===== config.mk =====
export PLATFORM = sky130hd
export DESIGN_NAME = fpk_dist
export DESIGN_NICKNAME = d
export VERILOG_FILES = /design/src/farthest_point_k_center_defines.svh /design/src/fpk_pkg.sv /design/src/fpk_dist.sv
export SDC_FILE = /design/constraint.sdc
export NUM_CORES = 1
export LEC_CHECK = 0
export BUFFER_PORTS_ARGS = -buffer_cell sky130_fd_sc_hd__buf_2
export CORE_MARGIN = 5
export CORE_UTILIZATION = 60
export DETAILED_ROUTE_END_ITERATION = 7
export PLACE_DENSITY = 0.88
export SETUP_SLACK_MARGIN = 0.4
export SKIP_LAST_GASP = 1
export SLEW_MARGIN = 25
export SYNTH_ARGS = -nofsm -noshare
export SYNTH_HDL_FRONTEND = slang
export SYNTH_SLANG_ARGS = --single-unit

===== constraint.sdc =====
create_clock -name clk_i -period 13.14 [get_ports clk_i]
set_input_delay 2.628 -clock clk_i [delete_from_list [all_inputs] [get_ports clk_i]]
set_output_delay 2.628 -clock clk_i [all_outputs]
set_load 0.005 [all_outputs]

===== src/farthest_point_k_center_defines.svh =====
// Assertion macros shared by the farthest-point clustering block
`ifndef FARTHEST_POINT_K_CENTER_DEFINES_SVH
`define FARTHEST_POINT_K_CENTER_DEFINES_SVH

// Implication checked on every rising edge outside reset
`define FPK_ASSERT_IMP(lbl, ante, cons, msg) \
  lbl: assert property (@(posedge clk_i) disable iff (!rst_ni) (ante) |-> (cons)) \
    else $error(msg);

// Next-cycle implication checked outside reset
`define FPK_ASSERT_NEXT(lbl, ante, cons, msg) \
  lbl: assert property (@(posedge clk_i) disable iff (!rst_ni) (ante) |=> (cons)) \
    else $error(msg);

`endif


===== src/fpk_pkg.sv =====
// ----------------------------------------------------------------------------
// fpk_pkg
// Types, constants and the sequencer state encoding of the clustering block.
// ----------------------------------------------------------------------------
package fpk_pkg;

  localparam int unsigned MaxPoints  = 1024;
  localparam int unsigned MaxCenters = 16;
  localparam int unsigned CoordBits  = 16;
  localparam int unsigned IdxW       = 10;
  localparam int unsigned CidW       = 4;
  localparam int unsigned ErrW       = 2;
  localparam int unsigned KCfgW      = 5;
  localparam logic [KCfgW-1:0] KReset = KCfgW'(8);

  localparam logic [ErrW-1:0] ErrOk    = 2'd0;
  localparam logic [ErrW-1:0] ErrRange = 2'd1;
  localparam logic [ErrW-1:0] ErrDrop  = 2'd2;

  localparam logic ModeLoad  = 1'b0;
  localparam logic ModeQuery = 1'b1;
  localparam logic KindCenter = 1'b0;
  localparam logic KindAnswer = 1'b1;

  typedef struct packed {
    logic                        mode;
    logic signed [CoordBits-1:0] coord_x;
    logic signed [CoordBits-1:0] coord_y;
    logic                        load_last;
    logic [IdxW-1:0]             query_index;
  } in_item_t;

  typedef struct packed {
    logic                        kind;
    logic [CidW-1:0]             cluster_id;
    logic signed [CoordBits-1:0] center_x;
    logic signed [CoordBits-1:0] center_y;
    logic [IdxW-1:0]             center_point;
    logic                        run_last;
    logic [ErrW-1:0]             error;
  } out_item_t;

  typedef enum logic [3:0] {
    StIdle,
    StClear,     // clear centre marks
    StScanRd,    // issue read of point i
    StScanCalc,  // point i data valid, distance to newest centre
    StScanUpd,   // update nearest distance and best
    StPick,      // record chosen centre
    StEmitRd,    // read centre j into the output register
    StEmit,      // centre record waiting
    StAsgRd,     // read point for assignment
    StAsgCalc,   // distance to centre j
    StAsgCmp,    // compare and step
    StQryRd,
    StQryCtr,
    StQryOut,
    StOut        // single result waiting
  } state_e;

  // Distance unit control
  typedef struct packed {
    logic load;
  } dist_ctrl_t;

endpackage


===== src/fpk_dist.sv =====
// ----------------------------------------------------------------------------
// fpk_dist
// Shared squared-distance unit, with a register after the squares.
// ----------------------------------------------------------------------------
module fpk_dist #(
  parameter int unsigned CoordBits = fpk_pkg::CoordBits
) (
  input  logic                          clk_i,
  input  fpk_pkg::dist_ctrl_t           ctrl_i,
  input  logic signed [CoordBits-1:0]   ax_i,
  input  logic signed [CoordBits-1:0]   ay_i,
  input  logic signed [CoordBits-1:0]   bx_i,
  input  logic signed [CoordBits-1:0]   by_i,
  output logic [2*CoordBits:0]          dist_o
);
  import fpk_pkg::*;

  logic signed [CoordBits:0] dx, dy;
  logic [CoordBits-1:0]      ux, uy;
  logic [2*CoordBits-1:0]    sx_q, sy_q;

  // absolute differences fit CoordBits unsigned bits
  always_comb begin
    dx = $signed({ax_i[CoordBits-1], ax_i}) - $signed({bx_i[CoordBits-1], bx_i});
    dy = $signed({ay_i[CoordBits-1], ay_i}) - $signed({by_i[CoordBits-1], by_i});
    ux = dx[CoordBits] ? CoordBits'(-dx) : CoordBits'(dx);
    uy = dy[CoordBits] ? CoordBits'(-dy) : CoordBits'(dy);
  end

  // squares registered before the sum
  always_ff @(posedge clk_i) begin
    if (ctrl_i.load) begin
      sx_q <= ux * ux;
      sy_q <= uy * uy;
    end
  end

  assign dist_o = {1'b0, sx_q} + {1'b0, sy_q};

endmodule


==> run metrics, run 1 <==
status=finished clean; Yosys Warn Count=0; post-synthesis compound-gate area fraction=a little under an eighth; post-synthesis instance total=about 2.2k; Top Usage Layer GRT=met2; initial core utilization=60.71%; first-pass GRT wire length=just under 80,000 µm; port buffer count=between 90 and 100; final number of max-transition violations=0; die width=between 150 and 200 µm; Ports=a little under 100; RSZ-0062 raised after global routing=no; Inserted Clock Buffers=9; post-route ant nets=0; Post-synth ARST share=0%; FMAX=roughly 0.082 GHz; Crit path largest cell delay=about 0.6 ns; largest family of logic cells by synthesized area=adder cells; number of DRC markers in iteration 0=between 1k and 1.5k; DR vias/cell=roughly 5.7; via count=between 15k and 20k; number of library cell types mapped by synthesis=95; share of layout cells above drive strength 1=8.709%; Rel. slew slack=between 30% and 40%; Max Cap Violations=0; area occupied by multi-input gates=0.01581 mm²; grt met3 use=between 5 and 6%; CP Capture Type=register; ant diodes=0; Layout area overhead=7.043%; slowest library cell on the worst path=o31ai_1; vias in the first global route=~17k; mux cell area share after synthesis=less than 1%; die footprint=0.03665 mm²; initial antenna violation count=0; Nets=around 3k; Worst Path Required=13.22 ns; Final period util=92.65%; post-synthesis cell area=0.01975 mm²; routability cong.=0.9819; Placement Rows=between 60 and 70; final wirelength=about 45,000 µm; most used cell, CP=fa_1; grt ovf=0; worst-path fanout max=12; Crit path arrival time=12.26 ns; Seq/Total Area, Yosys=around a tenth; final setup violation count=0; HPWL after DPL=about 39,000 µm; final hold vios=0; Synth Flop Type=edfxtp_1; clock sink count=62; Root Driver=clkbuf_16; Tot GR Track Use=~26%; Yosys reg bits=62; GR Layer Usage met2=about 44%; area share of fa/ha/maj cells after synthesis=49.38%; CTS tree=done; htree depth=3; WL per Instance=16.26 µm; Synth Area in XOR/XNOR=5.884%; termination of the worst setup path=sy_q[31]; Mapped Nets=2,871; Post-synth EDFFs=62; Die Y=around 190 µm; clock slew at reported path FFs=~0.050 ns; clk buf depth=2; final setup TNS=0 ns; Syn Area/Cell=8.894 µm²; startpoint types=primary input; Worst Hold Class=primary input to register; Crit. Startpoint=ay_i[0]; Post-CTS Setup Bufs=0; # DRC=0; Fill cells=~2.5k; sequential cell area=approximately 0.0019 mm²; post-layout minimum cycle time=between 10 and 15 ns; Pre-Repair DR Iteration Count=5; simple-gate share of the synthesized area=between 10% and 20%; worst slew pin tran=between 1 and 1.5 ns; Crit Path Category=primary input to register; met1 Use GR=between 30% and 40%; core area=around 0.033 mm²; largest net degree at the start of global routing=63
## area by class of cell
class | instances | share of cell area, %
inverter | 529 | 9.391
clock buffer | 11 | 1.101
timing repair buffer | 119 | 3.065
sequential | 62 | 8.805
multi-input combinational | 1605 | 74.75
clock inverter | 5 | 0.2781
tap | 442 | 2.615
## metal layers
metal | wire length (µm) | vias to the layer above
li1 | - | 7295
met5 | 0 | -
met2 | 22460 | 593
met3 | 3346 | 103
met1 | 18130 | 7736
met4 | 1145 | 0
## state kept, by name, summed over array words and instances (netlist names)
signal	flops
sx_q	31
sy_q	31
## critical path, delay by kind of cell
kind | cells | cell delay (ns)
AO/OA/AOI/OAI | 11 | 3.35
buffers and inverters | 7 | 0.75
AND/OR/NAND/NOR | 4 | 0.84
adder cells (fa/ha/maj) | 9 | 4.02
XOR/XNOR | 2 | 0.65
## repair_timing
| action | 4_1_cts | 5_1_grt |
|---|---|---|
| hold buffers | 0 | 0 |
| setup endpoints to repair | 0 | 2 |
| gates resized for setup | 0 | 2 |
## Yosys cell counts (9+ instances only)
| cell | number | area, µm² |
|---|---|---|
| or2_2 | 15 | 93.84 |
| ha_1 | 258 | 3228 |
| nor3_1 | 28 | 140.1 |
| o21ai_0 | 53 | 265.3 |
| o21a_1 | 26 | 195.2 |
| o21bai_1 | 9 | 67.56 |
| fa_1 | 326 | 6526 |
| a211oi_1 | 14 | 105.1 |
| nand2b_1 | 28 | 175.2 |
| nand2_1 | 159 | 596.8 |
| edfxtp_1 | 62 | 1862 |
| a31oi_1 | 14 | 87.58 |
| nand3_1 | 32 | 160.2 |
| xor2_1 | 41 | 359.1 |
| inv_1 | 513 | 1926 |
| nor2b_1 | 14 | 87.58 |
| inv_2 | 13 | 48.80 |
| nor2_1 | 225 | 844.6 |
| clkbuf_1 | 16 | 60.06 |
| a21o_1 | 43 | 322.8 |
| xnor2_1 | 83 | 727.0 |
| and3_1 | 9 | 56.30 |
| a21oi_1 | 73 | 365.4 |
## stage by stage
| stage | area [µm²] | util (%) | setup slack (ns) | cells | hold slack, ns |
|---|---|---|---|---|---|
| after floorplan | 19750 | - | 2.026 | 2221 | 2.741 |
| after global placement | 20840 | 64.06 | 1.123 | 2757 | 3.158 |
| after detailed placement | 20840 | 64.06 | 0.6609 | 2757 | 3.150 |
| after CTS | 21130 | 64.96 | 0.9885 | 2773 | 3.007 |
| after global routing | 21150 | 64.99 | 0.4567 | 2773 | 3.032 |
| final | 21150 | 64.99 | 0.9652 | 2773 | 3.006 |
## layout by cell type (no fill, tap or decap), drive strengths merged, types with 6 or more instances in the layout
cell	instances
a211oi	18
a21o	44
a21oi	73
a31oi	16
and3	9
buf	119
clkbuf	11
edfxtp	62
fa	326
ha	258
inv	527
nand2	164
nand2b	28
nand3	32
nand4	7
nor2	228
nor2b	14
nor3	31
nor4	7
o211ai	7
o21a	26
o21ai	60
o21bai	9
o31ai	8
or2	20
or3	6
xnor2	85
xor2	43
## how the worst min path moves through the flow
| stage | start | to | slack [ns] | depth (start not counted) |
|---|---|---|---|---|
| 2_1_floorplan | ctrl_i | sx_q[0] | 2.74 | 0 |
| 3_3_place_gp | sy_q[2] | dist_o[2] | 3.16 | 2 |
| 3_5_place_dp | sy_q[2] | dist_o[2] | 3.15 | 2 |
| 4_1_cts | ctrl_i | sx_q[5] | 3.01 | 2 |
| 5_1_grt | ctrl_i | sx_q[0] | 3.03 | 2 |
| 6_report | ctrl_i | sx_q[5] | 3.01 | 2 |
## cells by family (layout without fill, tap and decap cells)
group | after synthesis | in the layout
adder cells (fa/ha/maj) | 584 | 584
AND/OR/NAND/NOR | 572 | 572
buffers and inverters | 554 | 664
AO/OA/AOI/OAI | 320 | 320
XOR/XNOR | 128 | 128
flip-flops | 62 | 62
multiplexers | 1 | 1
Power of run 1 is left out: the tool's default activity adds up to more than one toggle a clock period on the data nets, which glitch-free logic cannot reach.
==> run 2, diff against run 1 <==
- ABC_AREA: default -> 1
==> run 2 against run 1 <==
Critical endpoint is now sy_q[24]. Wire length increased by 11%. Setup slack improved by 1.5 ns. Worst hold slack got worse by 0.0067 ns.
==> run metrics, run 2 <==
Pre-Repair DR Iteration Count=7 (was 5); Max Cap Violations=0 (unchanged); Worst Path Required=13.22 ns (about the same); Layout area overhead=5.576% (was 7.043%); DR vias/cell=5.471 (was 5.671); RSZ-0062 raised after global routing=no (unchanged); post-route ant nets=0 (unchanged); CP bufs+invs=7 (unchanged); Placement Rows=68 (was 66); Yosys reg bits=62 (unchanged); Nets=3,339 (was 2,976); Syn Area/Cell=7.979 µm² (was 8.894 µm²); Rel. slew slack=38.47% (was 31.88%); HPWL after DPL=43,890 µm (was 38,560 µm); Post-synth ARST share=0% (unchanged); post-synthesis instance total=2,604 (was 2,221); top cell type's share of synthesized area=31.41% (was 33.04%); Yosys top cell by area=fa_1 (unchanged); final worst slack=2.463 ns (was 0.9652 ns); share of layout cells above drive strength 1=9.094% (was 8.709%); die footprint=0.03845 mm² (was 0.03665 mm²); worst slew pin tran=0.9185 ns (was 1.011 ns); clock slew at reported path FFs=0.06 ns (was 0.05 ns); CTS tree=done (unchanged); post-layout minimum cycle time=10.68 ns (was 12.17 ns); clk buf depth=2 (unchanged); die width=196.1 µm (was 191.4 µm); Area contributors post-synth=fa_1, ha_1, inv_1 (unchanged); Crit path largest cell delay=0.59 ns (was 0.60 ns); initial core utilization=60.45% (was 60.71%); final number of max-transition violations=0 (unchanged); count leader, synth=inv_1 (unchanged); Crit Path Category=primary input to register (unchanged); port buffer count=98 (unchanged); clock sink count=62 (unchanged); htree depth=3 (unchanged); largest net degree at the start of global routing=63 (unchanged); Synth Flop Type=edfxtp_1 (unchanged); routability cong.=1.019 (was 0.9819); Mapped Nets=3,254 (was 2,871); Root Driver=clkbuf_16 (unchanged); # DRC=0 (unchanged); final hold vios=0 (unchanged); number of DRC markers in iteration 0=1,462 (was 1,179); Final period util=81.26% (was 92.65%); core area=0.03437 mm² (was 0.03254 mm²); initial antenna violation count=2 (was 0); status=finished clean (unchanged); Regs by FF count=sx_q x31, sy_q x31 (unchanged); delay-heaviest family, CP=adder cells (unchanged); Fill cells=2,979 (was 2,539); final setup violation count=0 (unchanged); post-synthesis cell area=0.02078 mm² (was 0.01975 mm²); FMAX=0.09366 GHz (was 0.08214 GHz); Worst Hold Class=primary input to register (unchanged); Post-synth top cells=inv_1, nand2_1, fa_1, ha_1, nor2_1 (was inv_1, fa_1, ha_1, nor2_1, nand2_1); Post-CTS Setup Bufs=0 (unchanged); Crit path arrival time=10.76 ns (was 12.26 ns); slowest library cell on the worst path=xor2_2 (was o31ai_1); Yosys Warn Count=0 (unchanged); most frequent cells in the layout=inv_1, nand2_1, fa_1, ha_1, nor2_1 (was inv_1, fa_1, ha_1, nor2_1, nand2_1); final wirelength=49,920 µm (was 45,080 µm); WL per Instance=15.85 µm (was 16.26 µm); Post-CTS Hold Buffers=0 (unchanged); most used cell, CP=fa_1 (unchanged); Seq/Total Area, Yosys=8.961% (was 9.425%); post-cts sizing count=0 (unchanged); Inserted Clock Buffers=9 (unchanged); number of library cell types mapped by synthesis=58 (was 95); startpoint types=primary input (unchanged); Die Y=196.1 µm (was 191.4 µm); Tot GR Track Use=26.49% (was 25.52%); final setup TNS=0 ns (unchanged); post-place setup slack=2.242 ns (was 0.6609 ns); hold_ws=3.000 ns (was 3.006 ns); Ports=99 (unchanged); worst-path fanout max=14 (was 12); vias in the first global route=17.79k (was 16.73k); ant diodes=0 (unchanged); Post-synth EDFFs=62 (unchanged); grt ovf=0 (unchanged); CP Capture Type=register (unchanged); commonest non-fill, non-tap cell in the layout=inv_1 (unchanged); via count=17.23k (was 15.73k); first-pass GRT wire length=84,200 µm (was 76,810 µm)
[run 2: cell types whose count changed after synthesis, moves of 15 or more]
cell      before  now
nor2_1       225  256
a21o_1        43    9
nand3_1       32   74
o21a_1        26    5
a21oi_1       73  122
xor2_1        41   80
inv_2         13   34
nand2_2        4   32
nand4_1        7   22
xnor2_1       83   21
inv_1        513  651
nand2b_1      28    0
nand2_1      159  432
[run 2: worst paths after layout]
path	start	endpoint	slack, ns	cells past startpoint
worst max-delay path	ay_i[0]	sy_q[24]	2.46	35
worst min-delay path	ctrl_i	sx_q[10]	3.00	2
[run 2: per-layer routing]
layer  wire, µm  vias to the layer above  share of wire (%)  global-route usage [%]
met1      21300                     8295                 43                   37.18
met3       4005                      119                8.0                   4.912
met4       1349                        4                2.7                   6.905
met5         32                        -              0.064                       0
met2      23230                      705                 47                   42.74
li1           -                     8105                  -                       -
[run 2: final cells by class]
cell class | count | area (µm²) | share of cell area [%]
well taps | 455 | 569.3 | 2.595
multi-input cells | 1824 | 16120 | 73.47
clock inverters | 6 | 38.79 | 0.1768
flip-flops and latches | 62 | 1862 | 8.487
clock buffers | 10 | 229.0 | 1.044
inverters | 689 | 2594 | 11.82
repair buffers | 103 | 528.0 | 2.407
[run 2: kinds of logic (layout without fill, tap and decap cells)]
kind of cell / count (synthesis) / count (layout) / share of synthesized area [%]
and+or+nand+nor: 886 / 886 / 18.50
buffers and inverters: 718 / 808 / 13.48
adders and majority gates: 584 / 584 / 46.95
AOI/OAI and AO/OA: 242 / 242 / 6.727
xor gates and xnor gates: 112 / 112 / 5.390
DFF: 62 / 62 / 8.961
[run 2: metrics by stage]
step / cell area, µm² / util [%] / std cells
finish: 21940 / 63.82 / 3149
floorplan: 20780 / - / 2604
global placement: 21670 / 63.04 / 3133
detailed placement: 21670 / 63.04 / 3133
CTS: 21940 / 63.82 / 3149
global route: 21940 / 63.82 / 3149
Power of run 2 is left out for the same reason.
